### config.mk
export PLATFORM = sky130hd
export DESIGN_NAME = two_window_max_sum_unit
export DESIGN_NICKNAME = d
export VERILOG_FILES = /design/src/tws_pkg.sv /design/src/tws_front.sv /design/src/tws_queue.sv /design/src/tws_back.sv /design/src/two_window_max_sum_unit.sv
export SDC_FILE = /design/constraint.sdc
export NUM_CORES = 2
export LEC_CHECK = 0
export ABC_AREA = 1
export ABC_CLOCK_PERIOD_IN_PS = 18800
export BUFFER_PORTS_ARGS = -buffer_cell sky130_fd_sc_hd__buf_2
export CAP_MARGIN = 0
export CORE_MARGIN = 2
export CORE_UTILIZATION = 55
export CTS_CLUSTER_SIZE = 40
export DETAILED_ROUTE_END_ITERATION = 8
export GPL_ROUTABILITY_DRIVEN = 0
export PLACE_DENSITY = 0.72
export REMOVE_ABC_BUFFERS = 1
export SETUP_SLACK_MARGIN = 0.3
export SYNTH_ARGS = -nofsm -noshare
export SYNTH_HDL_FRONTEND = slang
export SYNTH_SLANG_ARGS = --single-unit
### constraint.sdc
create_clock -name clk -period 18.8 [get_ports clk]
set_clock_uncertainty 0.2 [all_clocks]
set_input_delay 0 -clock clk [delete_from_list [all_inputs] [get_ports clk]]
set_output_delay 0 -clock clk [all_outputs]
set_load 0.02 [all_outputs]
### src/tws_pkg.sv
// Shared types and constants for the two-window maximum sum unit.
package tws_pkg;

    localparam int LEN_W = 6;
    localparam int CFG_DATA_W = 32;
    localparam int PADDR_W = 3;
    localparam int QUEUE_DEPTH = 4;

    typedef enum logic
    {
        REG_FIRST_LEN  = 1'b0,
        REG_SECOND_LEN = 1'b1
    } reg_index_t;

    typedef struct packed
    {
        logic last;
        logic reached;
    } item_flags_t;

endpackage

### src/tws_front.sv
// Front end: accepts samples, keeps the sample history and classifies each beat.
module tws_front
    import tws_pkg::*;
#(
    parameter int MAX_WIN = 32,
    parameter int SAMPLE_BITS = 16,
    parameter int LW = 6
)
(
    input  logic                   clk,
    input  logic                   rst_n,
    input  logic                   clear,
    input  logic [LW-1:0]          first_len,
    input  logic [LW-1:0]          second_len,
    input  logic                   in_valid,
    output logic                   in_ready,
    input  logic [SAMPLE_BITS-1:0] sample,
    input  logic                   last,
    input  logic                   queue_full,
    output logic                   push,
    output logic [SAMPLE_BITS-1:0] tap_first,
    output logic [SAMPLE_BITS-1:0] tap_second,
    output logic [SAMPLE_BITS-1:0] tap_span,
    output item_flags_t            flags
);

    localparam int HIST = 2 * MAX_WIN;
    localparam int P1W = (MAX_WIN > 1) ? $clog2(MAX_WIN) : 1;
    localparam int P2W = $clog2(HIST);
    localparam int CW = $clog2(HIST + 1);

    logic [SAMPLE_BITS-1:0] near_mem [MAX_WIN];
    logic [SAMPLE_BITS-1:0] far_mem [HIST];

    logic [P1W-1:0]         ptr1_reg;
    logic [P1W-1:0]         ptr1_next;
    logic [P2W-1:0]         ptr2_reg;
    logic [P2W-1:0]         ptr2_next;
    logic [CW-1:0]          seen_reg;
    logic [CW-1:0]          seen_next;
    logic [CW-1:0]          count_now;
    logic [SAMPLE_BITS-1:0] rd_first_reg;
    logic [SAMPLE_BITS-1:0] rd_second_reg;
    logic [SAMPLE_BITS-1:0] rd_span_reg;
    logic                   accept;
    logic [LW:0]            span;
    logic [P1W:0]           first_raw;
    logic [P1W:0]           second_raw;
    logic [P2W:0]           span_raw;
    logic [P1W-1:0]         first_addr;
    logic [P1W-1:0]         second_addr;
    logic [P2W-1:0]         span_addr;

    assign in_ready = !queue_full;
    assign accept = in_valid && !queue_full;
    assign push = accept;

    assign span = {1'b0, first_len} + {1'b0, second_len};

    // Read addresses point at the sample the next beat will need.
    assign first_raw = {1'b0, ptr1_reg} + (P1W + 1)'(MAX_WIN + 1) - (P1W + 1)'(first_len);
    assign second_raw = {1'b0, ptr1_reg} + (P1W + 1)'(MAX_WIN + 1) - (P1W + 1)'(second_len);
    assign span_raw = {1'b0, ptr2_reg} + (P2W + 1)'(HIST + 1) - (P2W + 1)'(span);

    always_comb
    begin
        if (first_raw >= (P1W + 1)'(MAX_WIN))
        begin
            first_addr = P1W'(first_raw - (P1W + 1)'(MAX_WIN));
        end
        else
        begin
            first_addr = P1W'(first_raw);
        end
        if (second_raw >= (P1W + 1)'(MAX_WIN))
        begin
            second_addr = P1W'(second_raw - (P1W + 1)'(MAX_WIN));
        end
        else
        begin
            second_addr = P1W'(second_raw);
        end
        if (span_raw >= (P2W + 1)'(HIST))
        begin
            span_addr = P2W'(span_raw - (P2W + 1)'(HIST));
        end
        else
        begin
            span_addr = P2W'(span_raw);
        end
    end

    always_comb
    begin
        ptr1_next = (32'(ptr1_reg) == MAX_WIN - 1) ? '0 : ptr1_reg + P1W'(1);
        ptr2_next = (32'(ptr2_reg) == HIST - 1) ? '0 : ptr2_reg + P2W'(1);
        count_now = (32'(seen_reg) == HIST) ? seen_reg : seen_reg + CW'(1);
        seen_next = last ? '0 : count_now;
    end

    // Samples older than the start of the sequence read as zero.
    assign tap_first = (32'(seen_reg) >= 32'(first_len)) ? rd_first_reg : '0;
    assign tap_second = (32'(seen_reg) >= 32'(second_len)) ? rd_second_reg : '0;
    assign tap_span = (32'(seen_reg) >= 32'(span)) ? rd_span_reg : '0;
    assign flags.last = last;
    assign flags.reached = (32'(count_now) >= 32'(span));

    always_ff @(posedge clk)
    begin
        if (accept)
        begin
            near_mem[ptr1_reg] <= sample;
            far_mem[ptr2_reg] <= sample;
            rd_first_reg <= (first_len == LW'(1)) ? sample : near_mem[first_addr];
            rd_second_reg <= (second_len == LW'(1)) ? sample : near_mem[second_addr];
            rd_span_reg <= far_mem[span_addr];
        end
    end

    always_ff @(posedge clk or negedge rst_n)
    begin
        if (!rst_n)
        begin
            ptr1_reg <= '0;
            ptr2_reg <= '0;
            seen_reg <= '0;
        end
        else if (clear)
        begin
            seen_reg <= '0;
        end
        else if (accept)
        begin
            ptr1_reg <= ptr1_next;
            ptr2_reg <= ptr2_next;
            seen_reg <= seen_next;
        end
    end

`ifndef SYNTHESIS
    a_seen_bounded: assert property (@(posedge clk) disable iff (!rst_n)
        32'(seen_reg) <= HIST)
        else $error("Sample count exceeds the history depth.");
`endif

endmodule

### src/tws_queue.sv
// Short queue between the front end and the back end.
module tws_queue
    import tws_pkg::*;
#(
    parameter int WIDTH = 8
)
(
    input  logic             clk,
    input  logic             rst_n,
    input  logic             push,
    input  logic [WIDTH-1:0] push_data,
    input  logic             pop,
    output logic [WIDTH-1:0] pop_data,
    output logic             full,
    output logic             empty
);

    localparam int QPW = $clog2(QUEUE_DEPTH);

    logic [WIDTH-1:0] slot_reg [QUEUE_DEPTH];
    logic [QPW-1:0]   wr_ptr_reg;
    logic [QPW-1:0]   rd_ptr_reg;
    logic [QPW:0]     count_reg;
    logic [QPW:0]     count_next;

    assign full = (count_reg == (QPW + 1)'(QUEUE_DEPTH));
    assign empty = (count_reg == '0);
    assign pop_data = slot_reg[rd_ptr_reg];

    always_comb
    begin
        count_next = count_reg;
        if (push && !pop)
        begin
            count_next = count_reg + (QPW + 1)'(1);
        end
        else if (pop && !push)
        begin
            count_next = count_reg - (QPW + 1)'(1);
        end
    end

    always_ff @(posedge clk)
    begin
        if (push)
        begin
            slot_reg[wr_ptr_reg] <= push_data;
        end
    end

    always_ff @(posedge clk or negedge rst_n)
    begin
        if (!rst_n)
        begin
            wr_ptr_reg <= '0;
            rd_ptr_reg <= '0;
            count_reg <= '0;
        end
        else
        begin
            if (push)
            begin
                wr_ptr_reg <= wr_ptr_reg + QPW'(1);
            end
            if (pop)
            begin
                rd_ptr_reg <= rd_ptr_reg + QPW'(1);
            end
            count_reg <= count_next;
        end
    end

`ifndef SYNTHESIS
    a_count_bounded: assert property (@(posedge clk) disable iff (!rst_n)
        count_reg <= (QPW + 1)'(QUEUE_DEPTH))
        else $error("Queue count exceeds its depth.");
`endif

endmodule

### src/tws_back.sv
// Back end: running window sums, best earlier windows and the result register.
module tws_back
    import tws_pkg::*;
#(
    parameter int SAMPLE_BITS = 16,
    parameter int SUM_W = 21
)
(
    input  logic                   clk,
    input  logic                   rst_n,
    input  logic                   clear,
    input  logic                   entry_valid,
    output logic                   pop,
    input  logic [SAMPLE_BITS-1:0] entry_sample,
    input  logic [SAMPLE_BITS-1:0] entry_tap_first,
    input  logic [SAMPLE_BITS-1:0] entry_tap_second,
    input  logic [SAMPLE_BITS-1:0] entry_tap_span,
    input  item_flags_t            entry_flags,
    output logic                   out_valid,
    input  logic                   out_ready,
    output logic [SUM_W:0]         max_sum,
    output logic                   too_short
);

    logic [SUM_W-1:0] first_now_reg;
    logic [SUM_W-1:0] second_now_reg;
    logic [SUM_W-1:0] first_lag_reg;
    logic [SUM_W-1:0] second_lag_reg;
    logic [SUM_W-1:0] first_now_next;
    logic [SUM_W-1:0] second_now_next;
    logic [SUM_W-1:0] first_lag_next;
    logic [SUM_W-1:0] second_lag_next;

    logic             stage_valid_reg;
    item_flags_t      stage_flags_reg;
    logic [SUM_W-1:0] stage_first_now_reg;
    logic [SUM_W-1:0] stage_second_now_reg;
    logic [SUM_W-1:0] stage_first_lag_reg;
    logic [SUM_W-1:0] stage_second_lag_reg;

    logic [SUM_W-1:0] best_first_reg;
    logic [SUM_W-1:0] best_second_reg;
    logic [SUM_W:0]   best_total_reg;
    logic [SUM_W-1:0] best_first_next;
    logic [SUM_W-1:0] best_second_next;
    logic [SUM_W:0]   best_total_next;
    logic [SUM_W:0]   cand_a;
    logic [SUM_W:0]   cand_b;

    logic             out_valid_reg;
    logic [SUM_W:0]   max_sum_reg;
    logic             too_short_reg;

    logic             advance;
    logic             fire;

    assign advance = !out_valid_reg || out_ready;
    assign pop = advance && entry_valid && !clear;
    assign fire = advance && stage_valid_reg;

    assign out_valid = out_valid_reg;
    assign max_sum = max_sum_reg;
    assign too_short = too_short_reg;

    always_comb
    begin
        first_now_next = first_now_reg + SUM_W'(entry_sample) - SUM_W'(entry_tap_first);
        second_now_next = second_now_reg + SUM_W'(entry_sample) - SUM_W'(entry_tap_second);
        first_lag_next = first_lag_reg + SUM_W'(entry_tap_second) - SUM_W'(entry_tap_span);
        second_lag_next = second_lag_reg + SUM_W'(entry_tap_first) - SUM_W'(entry_tap_span);
    end

    always_comb
    begin
        best_first_next = best_first_reg;
        best_second_next = best_second_reg;
        best_total_next = best_total_reg;
        if (stage_flags_reg.reached)
        begin
            if (stage_first_lag_reg > best_first_reg)
            begin
                best_first_next = stage_first_lag_reg;
            end
            if (stage_second_lag_reg > best_second_reg)
            begin
                best_second_next = stage_second_lag_reg;
            end
        end
        cand_a = {1'b0, stage_second_now_reg} + {1'b0, best_first_next};
        cand_b = {1'b0, stage_first_now_reg} + {1'b0, best_second_next};
        if (stage_flags_reg.reached)
        begin
            if (cand_a > best_total_next)
            begin
                best_total_next = cand_a;
            end
            if (cand_b > best_total_next)
            begin
                best_total_next = cand_b;
            end
        end
    end

    always_ff @(posedge clk or negedge rst_n)
    begin
        if (!rst_n)
        begin
            first_now_reg <= '0;
            second_now_reg <= '0;
            first_lag_reg <= '0;
            second_lag_reg <= '0;
            best_first_reg <= '0;
            best_second_reg <= '0;
            best_total_reg <= '0;
            stage_valid_reg <= 1'b0;
            out_valid_reg <= 1'b0;
        end
        else
        begin
            if (clear)
            begin
                first_now_reg <= '0;
                second_now_reg <= '0;
                first_lag_reg <= '0;
                second_lag_reg <= '0;
                best_first_reg <= '0;
                best_second_reg <= '0;
                best_total_reg <= '0;
                stage_valid_reg <= 1'b0;
            end
            else if (advance)
            begin
                stage_valid_reg <= entry_valid;
                if (entry_valid)
                begin
                    if (entry_flags.last)
                    begin
                        first_now_reg <= '0;
                        second_now_reg <= '0;
                        first_lag_reg <= '0;
                        second_lag_reg <= '0;
                    end
                    else
                    begin
                        first_now_reg <= first_now_next;
                        second_now_reg <= second_now_next;
                        first_lag_reg <= first_lag_next;
                        second_lag_reg <= second_lag_next;
                    end
                end
                if (stage_valid_reg)
                begin
                    if (stage_flags_reg.last)
                    begin
                        best_first_reg <= '0;
                        best_second_reg <= '0;
                        best_total_reg <= '0;
                    end
                    else
                    begin
                        best_first_reg <= best_first_next;
                        best_second_reg <= best_second_next;
                        best_total_reg <= best_total_next;
                    end
                end
            end
            if (advance)
            begin
                out_valid_reg <= stage_valid_reg && stage_flags_reg.last && !clear;
            end
        end
    end

    always_ff @(posedge clk)
    begin
        if (pop)
        begin
            stage_flags_reg <= entry_flags;
            stage_first_now_reg <= first_now_next;
            stage_second_now_reg <= second_now_next;
            stage_first_lag_reg <= first_lag_next;
            stage_second_lag_reg <= second_lag_next;
        end
        if (fire && stage_flags_reg.last)
        begin
            max_sum_reg <= stage_flags_reg.reached ? best_total_next : '0;
            too_short_reg <= !stage_flags_reg.reached;
        end
    end

`ifndef SYNTHESIS
    a_short_is_zero: assert property (@(posedge clk) disable iff (!rst_n)
        (out_valid_reg && too_short_reg) |-> (max_sum_reg == '0))
        else $error("A too-short result carries a nonzero sum.");

    a_sums_cleared: assert property (@(posedge clk) disable iff (!rst_n)
        (pop && entry_flags.last) |=>
            (first_now_reg == '0 && second_now_reg == '0 &&
             first_lag_reg == '0 && second_lag_reg == '0))
        else $error("Window sums not cleared after the last beat.");

    a_best_cleared: assert property (@(posedge clk) disable iff (!rst_n)
        (fire && stage_flags_reg.last && !clear) |=>
            (best_total_reg == '0 && best_first_reg == '0 && best_second_reg == '0))
        else $error("Best sums not cleared after the last beat.");
`endif

endmodule

### src/two_window_max_sum_unit.sv
// Top level of the two-window maximum sum unit: register port, front end, queue, back end.
//
// On the beat marked last, the unit returns the largest sum of two non-overlapping windows
// of the programmed lengths (either order), or a too-short flag with a zero sum when the
// sequence held fewer samples than both lengths together. It takes one sample per cycle
// while the output is not stalled, a rate set by the per-beat update of the running window
// sums in the back end; the last sample passes through the queue and the back-end stage
// register before its result is registered. A four-beat queue lets the input run on for
// up to four beats while a result waits before the input stalls. The user must write
// window lengths through the register port only while the unit is idle; the unit does not
// enforce this, and a write restarts the sequence. History needs no clearing pass after
// reset or between sequences, because a sample count masks stale entries.
module two_window_max_sum_unit
    import tws_pkg::*;
#(
    parameter int MAX_WIN = 32,
    parameter int SAMPLE_BITS = 16
)
(
    input  logic                                     clk,
    input  logic                                     rst_n,
    input  logic                                     psel,
    input  logic                                     penable,
    input  logic                                     pwrite,
    input  logic [PADDR_W-1:0]                       paddr,
    input  logic [CFG_DATA_W-1:0]                    pwdata,
    output logic [CFG_DATA_W-1:0]                    prdata,
    output logic                                     pready,
    input  logic                                     in_valid,
    output logic                                     in_ready,
    input  logic [SAMPLE_BITS-1:0]                   sample,
    input  logic                                     last,
    output logic                                     out_valid,
    input  logic                                     out_ready,
    output logic [SAMPLE_BITS+$clog2(MAX_WIN):0]     max_sum,
    output logic                                     too_short
);

    localparam int SUM_W = SAMPLE_BITS + $clog2(MAX_WIN);
    localparam int LW = $clog2(MAX_WIN + 1);
    localparam int FW = $bits(item_flags_t);
    localparam int QW = 4 * SAMPLE_BITS + FW;

    logic [LEN_W-1:0]       first_len_reg;
    logic [LEN_W-1:0]       second_len_reg;
    logic [LW-1:0]          first_len;
    logic [LW-1:0]          second_len;
    logic                   cfg_write;
    reg_index_t             cfg_index;

    logic                   push;
    logic                   pop;
    logic                   queue_full;
    logic                   queue_empty;
    logic [SAMPLE_BITS-1:0] tap_first;
    logic [SAMPLE_BITS-1:0] tap_second;
    logic [SAMPLE_BITS-1:0] tap_span;
    item_flags_t            front_flags;
    logic [QW-1:0]          push_data;
    logic [QW-1:0]          pop_data;

    assign pready = 1'b1;
    assign cfg_write = psel && penable && pwrite;
    assign cfg_index = reg_index_t'(paddr[2]);

    always_comb
    begin
        case (cfg_index)
            REG_FIRST_LEN:  prdata = CFG_DATA_W'(first_len_reg);
            REG_SECOND_LEN: prdata = CFG_DATA_W'(second_len_reg);
            default:        prdata = '0;
        endcase
    end

    always_ff @(posedge clk or negedge rst_n)
    begin
        if (!rst_n)
        begin
            first_len_reg <= LEN_W'(1);
            second_len_reg <= LEN_W'(1);
        end
        else if (cfg_write)
        begin
            case (cfg_index)
                REG_FIRST_LEN:  first_len_reg <= pwdata[LEN_W-1:0];
                REG_SECOND_LEN: second_len_reg <= pwdata[LEN_W-1:0];
                default:        first_len_reg <= first_len_reg;
            endcase
        end
    end

    // A length of zero acts as one, and lengths beyond the window limit are clamped.
    always_comb
    begin
        if (first_len_reg == '0)
        begin
            first_len = LW'(1);
        end
        else if (32'(first_len_reg) > MAX_WIN)
        begin
            first_len = LW'(MAX_WIN);
        end
        else
        begin
            first_len = LW'(first_len_reg);
        end
        if (second_len_reg == '0)
        begin
            second_len = LW'(1);
        end
        else if (32'(second_len_reg) > MAX_WIN)
        begin
            second_len = LW'(MAX_WIN);
        end
        else
        begin
            second_len = LW'(second_len_reg);
        end
    end

    tws_front #(
        .MAX_WIN     (MAX_WIN),
        .SAMPLE_BITS (SAMPLE_BITS),
        .LW          (LW)
    ) u_front (
        .clk        (clk),
        .rst_n      (rst_n),
        .clear      (cfg_write),
        .first_len  (first_len),
        .second_len (second_len),
        .in_valid   (in_valid),
        .in_ready   (in_ready),
        .sample     (sample),
        .last       (last),
        .queue_full (queue_full),
        .push       (push),
        .tap_first  (tap_first),
        .tap_second (tap_second),
        .tap_span   (tap_span),
        .flags      (front_flags)
    );

    assign push_data = {front_flags, sample, tap_first, tap_second, tap_span};

    tws_queue #(
        .WIDTH (QW)
    ) u_queue (
        .clk       (clk),
        .rst_n     (rst_n),
        .push      (push),
        .push_data (push_data),
        .pop       (pop),
        .pop_data  (pop_data),
        .full      (queue_full),
        .empty     (queue_empty)
    );

    tws_back #(
        .SAMPLE_BITS (SAMPLE_BITS),
        .SUM_W       (SUM_W)
    ) u_back (
        .clk              (clk),
        .rst_n            (rst_n),
        .clear            (cfg_write),
        .entry_valid      (!queue_empty),
        .pop              (pop),
        .entry_sample     (pop_data[3*SAMPLE_BITS +: SAMPLE_BITS]),
        .entry_tap_first  (pop_data[2*SAMPLE_BITS +: SAMPLE_BITS]),
        .entry_tap_second (pop_data[SAMPLE_BITS +: SAMPLE_BITS]),
        .entry_tap_span   (pop_data[0 +: SAMPLE_BITS]),
        .entry_flags      (item_flags_t'(pop_data[QW-1 -: FW])),
        .out_valid        (out_valid),
        .out_ready        (out_ready),
        .max_sum          (max_sum),
        .too_short        (too_short)
    );

endmodule

Word-level counts from Yosys, hierarchy flattened

Memories as Yosys holds them, arrays and structs flattened. A register that Yosys moved wholly into a read port is not among the register bits.
Cells that the tools add are included.

Memories: 3
Flip-flop bits (word level): 296
ROM bits: 0
Bits in latches: 0
Memory bits (writable): 1,800
Bits of input ports: 59

Memories:

| memory           | words | width | rd ports | clocked after memory_dff | wr ports | RTL line        | text |
|---|---|---|---|---|---|---|---|
| u_front.far_mem  | 64    | 16    | 1        | 1                        | 1        | tws_front.sv:33 | `logic [SAMPLE_BITS-1:0] far_mem [HIST];` |
| u_front.near_mem | 32    | 16    | 2        | 2                        | 1        | tws_front.sv:32 | `logic [SAMPLE_BITS-1:0] near_mem [MAX_WIN];` |
| u_queue.slot_reg | 4     | 66    | 1        | 0                        | 1        | tws_queue.sv:20 | `logic [WIDTH-1:0] slot_reg [QUEUE_DEPTH];` |

Divide/modulo/power cells: 0
Multiply operators: 0
Order comparisons: 13
Equality and inequality tests: 5
Mux-type cells: 59
Reduce and logical (&&, ||, !) cells: 31
Shift-type cells: 0
Bitwise operators: 2
Add/sub/neg operators: 26

Operators by type and width:

| cell                | number |
|---|---|
| $mux 21             | 28 |
| $mux 22             | 8 |
| $add 21x16->21      | 4 |
| $sub 21x16->21      | 4 |
| $pmux 32 s2         | 1 |
| $mux 16             | 3 |
| $add 21x21->22      | 2 |
| $gt 22x22->1        | 2 |
| $gt 21x21->1        | 2 |
| $mux 6              | 6 |
| $mux 7              | 4 |
| $mux 5              | 3 |
| $ge 7x6->1          | 2 |
| $ge 7x7->1          | 2 |
| $ge 6x6->1 const B  | 2 |
| $gt 6x6->1 const B  | 2 |
| $logic_not 6->1     | 2 |
| $sub 6x6->6         | 2 |
| $logic_and 1x1->1   | 11 |
| $reduce_and 2->1    | 5 |
| $sub 5x1->5 const B | 2 |
| $reduce_bool 2->1   | 4 |
| $add 6x6->7         | 1 |
| $add 6x7->7 const B | 1 |
| 21 further kinds    | 33 |

Longest topological paths before layout

Depth in word-level cells: 14
Depth in mapped cells: 53

Modules after synthesis

From an unflattened synthesis, not the netlist that was laid out.

Cell total of the unflattened synthesis: 10,807
Area total of the unflattened synthesis: 106,357.0 um^2

Modules (own cells, without submodules):

| module                  | seq. area each (um^2) | cells an instance | area each (um^2) | times used |
|---|---|---|---|---|
| tws_front               | 48,016.1              | 6,775             | 71,848.9         | 1 |
| tws_back                | 7,026.7               | 3,085             | 22,495.3         | 1 |
| tws_queue               | 8,102.8               | 818               | 11,134.4         | 1 |
| two_window_max_sum_unit | 302.8                 | 129               | 878.3            | 1 |

Least setup slack after synthesis

OpenSTA, ideal clock, no wires.

Kind: flip-flop to flip-flop
Start: register u_back.stage_first_lag_reg[16]
End: register u_back.max_sum_reg[11], in the netlist u_back.max_sum[11], data pin
Cell stages (with the launch flop): 46
Setup time: 251 ps
Data arrival time: 5,585 ps
Setup slack: 12,765 ps
Buffers on the path: 4
Period minus slack after synthesis: 6,035 ps
Cells stage by stage: edfxtp_1 ha_1 nand2_1 inv_2 nand3_1 or2_1 nor2_1 nand2_1 nand3_1 nand3_1 clkbuf_1 nand2_1 o21ai_1 ha_1 fa_1 nand3_1 nand3_1 nand2_1 (+10 left out) nand3_1 nand2_1 inv_2 buf_2 nand2_1 and2_1 ha_1 a21o_1 nor2_1 nand2_1 nand2_1 nand3_1 nand2_1 buf_2 buf_2 nand3_1 nand2_1 inv_1

Longest elaborated chain between the ends: 10

RTL lines:

| element                | RTL line        | text |
|---|---|---|
| start, declared        | tws_back.sv:38  | `logic [SUM_W-1:0] stage_first_lag_reg;` |
| start signal, assigned | tws_back.sv:181 | `stage_first_lag_reg <= first_lag_next;` |
| $gt 21x21->1           | tws_back.sv:80  | `if (stage_first_lag_reg > best_first_reg)` |
| $mux 21 (*)            | tws_back.sv:80  |  |
| $mux 21 (*)            | tws_back.sv:78  | `if (stage_flags_reg.reached)` |
| $add 21x21->22 (*)     | tws_back.sv:89  | `cand_a = {1'b0, stage_second_now_reg} + {1'b0, best_first_next};` |
| $gt 22x22->1           | tws_back.sv:93  | `if (cand_a > best_total_next)` |
| $mux 22 (*)            | tws_back.sv:93  |  |
| $mux 22 (*)            | tws_back.sv:91  | `if (stage_flags_reg.reached)` |
| $gt 22x22->1           | tws_back.sv:97  | `if (cand_b > best_total_next)` |
| $mux 22 (*)            | tws_back.sv:97  |  |
| $mux 22 (*)            | tws_back.sv:91  |  |
| end signal, assigned   | tws_back.sv:186 | `max_sum_reg <= stage_flags_reg.reached ? best_total_next : '0;` |
| end, declared          | tws_back.sv:51  | `logic [SUM_W:0] max_sum_reg;` |

Mark *: on every way between the ends. The rest lies on a longest branch, timed or not. The select of a mux whose other input is x is not followed.
A chain may end at the register's enable or synchronous reset.

Final worst setup path

Start: register u_back.stage_first_lag_reg[20]
End: register u_back.max_sum_reg[9], in the netlist u_back.max_sum[9], data pin

The elaborated chain is that of the path after synthesis.

==> results.cfg <==
[cts]
cts_sinks = 2144
post_cts_buffers = 0
insertion_delay_ns = 0.87
ctsHtreeMaxLevel = 4
postCtsHoldBufs = 50
clock_path_buffers = 3
cts_tree = done
root_buffer = clkbuf_16
numCtsBuffers = 210
cts_resized = 0
clk_pin_slew_ns = 0.06

[synth]
synth-xor-area-share = 0.00994
synth_compound_area_frac = 0.138
synth-edff-count = 1957
synthMuxAreaShare = 0.000109
yosysSeqAreaShare = 0.615
synthAdderAreaFrac = 0.0470
ys.flop_type = edfxtp_1
synth_top_family_by_area = compound AO/OA/AOI/OAI gates
ys_ff_latch = 2144
synth_cell_types = 55
synth_warnings = 0
syn_avg_cell_area_um2 = 10.4
synthSimpleGateAreaFrac = 0.129
synth_cells = 9947
syn_area_um2 = 103000
ys_async_sr_fraction = 0.0872

[detailed_routing]
wl_per_cell_um = 22.8
viasPerCell = 6.09
drtAntennaViolNets = 0
wirelength_um = 286000
dr_total_vias = 76400
drt_iter0_drc = 10200
drc_errors = 0
dr.pass1.iters = 6

[sta]
min_period_ns = 8.64
fin_crit_sh = 0.459
fin_ws_ns = 10.16
slew_viol_final = 0
finalSetupTns_ns = 0
finalHoldViolations = 0
max_freq_mhz = 116
grt_setup_unrepaired = no
setup_viol = 0
worstMarginPinSlew_ns = 1.30
relSlewSlack = 0.131

[floorplanning]
die_h_um = 437
initial_core_util = 0.555
num_io_pins = 117
num_rows = 158
core_area_um2 = 186000
die_area_um2 = 191000
die_x_um = 437

[grt]
grt_use_total = 0.293
gr-total-overflow = 0
grt_max_degree = 204
grt_antenna_before_repair = 9
grt_pass1_wl_um = 429000
grt_pass1_vias = 72900

[worst_setup_path]
r2r-end = u_back.max_sum[9]
timing.rr.start = u_back.stage_first_lag_reg[20]
worstPathRequired_ns = 19.20
worst-setup-path-type = flop to flop
crit_path_max_fanout = 40
critPathMostFrequentCell = nand2_1
crit_arrival_ns = 9.04
ff2ff_setup_slack_ns = 10.16
start_kind = flop
cpMaxStageDelayCell = nand2_1
slowest_delay_ns = 0.66
r2r_cells = 45
worstSetupEndpointType = flop
worst-path-buf-inv = 6
crit_family = simple AND/OR/NAND/NOR gates

[layout]
final_common_cell = edfxtp_1
largest_register_ffs = 1024
drive_gt1_frac = 0.0639
area_growth_pct = 9.78
n_fill_cell = 14500
most-common-layout-cells = 1957 x edfxtp_1, 1624 x nand2_1, 1015 x o21ai_0
nNetsFinal = 10300
fin_area_um2 = 113000
instances_no_fill = 12500

[hold_path]
hold_depth = 2
min-delay-start = sample[9]
hold_class = input pin to flop
hold_end = u_front.far_mem[12][9]

[status]
outcome = finished, final reports clean

[place]
portBuffers = 61
dp_cells = 12100
place_ws_ns = 10.25
hpwlAfterDp_um = 170000
dpl_cell_area_um2 = 106000

[run]
maxCapViolations = 0
## cells by family after synthesis
| group | after synthesis |
|---|---|
| AOI/OAI and AO/OA | 2513 |
| xor gates and xnor gates | 111 |
| adders and majority gates | 345 |
| buffers and inverters | 1555 |
| DFF | 2144 |
| muxes | 1 |
| other | 2 |
| and+or+nand+nor | 3276 |
## synth_stat cells, types with 32 or more instances
cell type / n / share of area
nand3_1: 445 / 0.022
buf_2: 130 / 0.0063
o21ai_1: 420 / 0.020
nand2_1: 1625 / 0.059
fa_1: 71 / 0.014
nor3_1: 32 / 0.0016
o221ai_1: 225 / 0.019
edfxtp_1: 1957 / 0.57
nor2_1: 1004 / 0.037
o22ai_1: 71 / 0.0043
o21ai_0: 1015 / 0.049
clkbuf_1: 364 / 0.013
ha_1: 274 / 0.033
and2_1: 52 / 0.0032
xor2_1: 74 / 0.0063
dfrtp_1: 185 / 0.045
nand4_1: 62 / 0.0038
inv_1: 951 / 0.035
buf_4: 33 / 0.0024
o211ai_1: 99 / 0.0072
a21oi_1: 529 / 0.026
buf_1: 42 / 0.0015
o31ai_1: 34 / 0.0025
## layout make-up
type | instances | area [µm²] | area share
Antenna cell | 3 | 7.51 | 0.0000663
Clock buffer | 285 | 5730 | 0.0506
Clock inverter | 105 | 1160 | 0.0103
Inverter | 977 | 3690 | 0.0326
Multi-Input combinational cell | 6273 | 33900 | 0.299
Sequential cell | 2144 | 63500 | 0.561
Tap cell | 2480 | 3100 | 0.0274
Timing Repair Buffer | 277 | 2180 | 0.0193
## worst register-to-register path, delay by kind of cell (launching register included)
family	cells	cell delay (ns)
and+or+nand+nor	32	4.50
adders and majority gates	5	1.63
buffers and inverters	6	1.48
DFF	1	0.40
AOI/OAI and AO/OA	2	0.20
## per-stage QoR
step / utilization / hold WS, ns
floorplan: - / -0.496
global placement: 0.569 / -0.133
detailed placement: 0.569 / -0.133
CTS: 0.609 / 0.00142
global route: 0.609 / 0.0478
finish: 0.609 / 0.0370
## per-layer routing
metal / global-route usage / vias up / share of wire
met3: 0.0496 / 671 / 0.099
met5: 0 / - / 0.000067
li1: - / 34700 / -
met4: 0.130 / 2 / 0.043
met1: 0.394 / 37000 / 0.39
met2: 0.469 / 4108 / 0.47
## worst max-delay path by stage
stage	start	endpoint	slack, ns	cells after the start
2_1_floorplan	second_len_reg[0]	u_front.rd_span_reg[12]	0.08	13
3_3_place_gp	u_back.stage_first_lag_reg[20]	u_back.max_sum[9]	10.39	45
3_5_place_dp	u_back.stage_first_lag_reg[20]	u_back.max_sum[9]	10.25	45
4_1_cts	u_back.stage_first_lag_reg[20]	u_back.max_sum[9]	10.21	45
5_1_grt	u_back.best_first_reg[18]	u_back.best_total_reg[9]	9.38	48
6_report	u_back.stage_first_lag_reg[20]	u_back.max_sum[9]	10.16	45
Power is not shown: default switching activity piles up to over one toggle a cycle in this logic, so the estimate is an artifact.
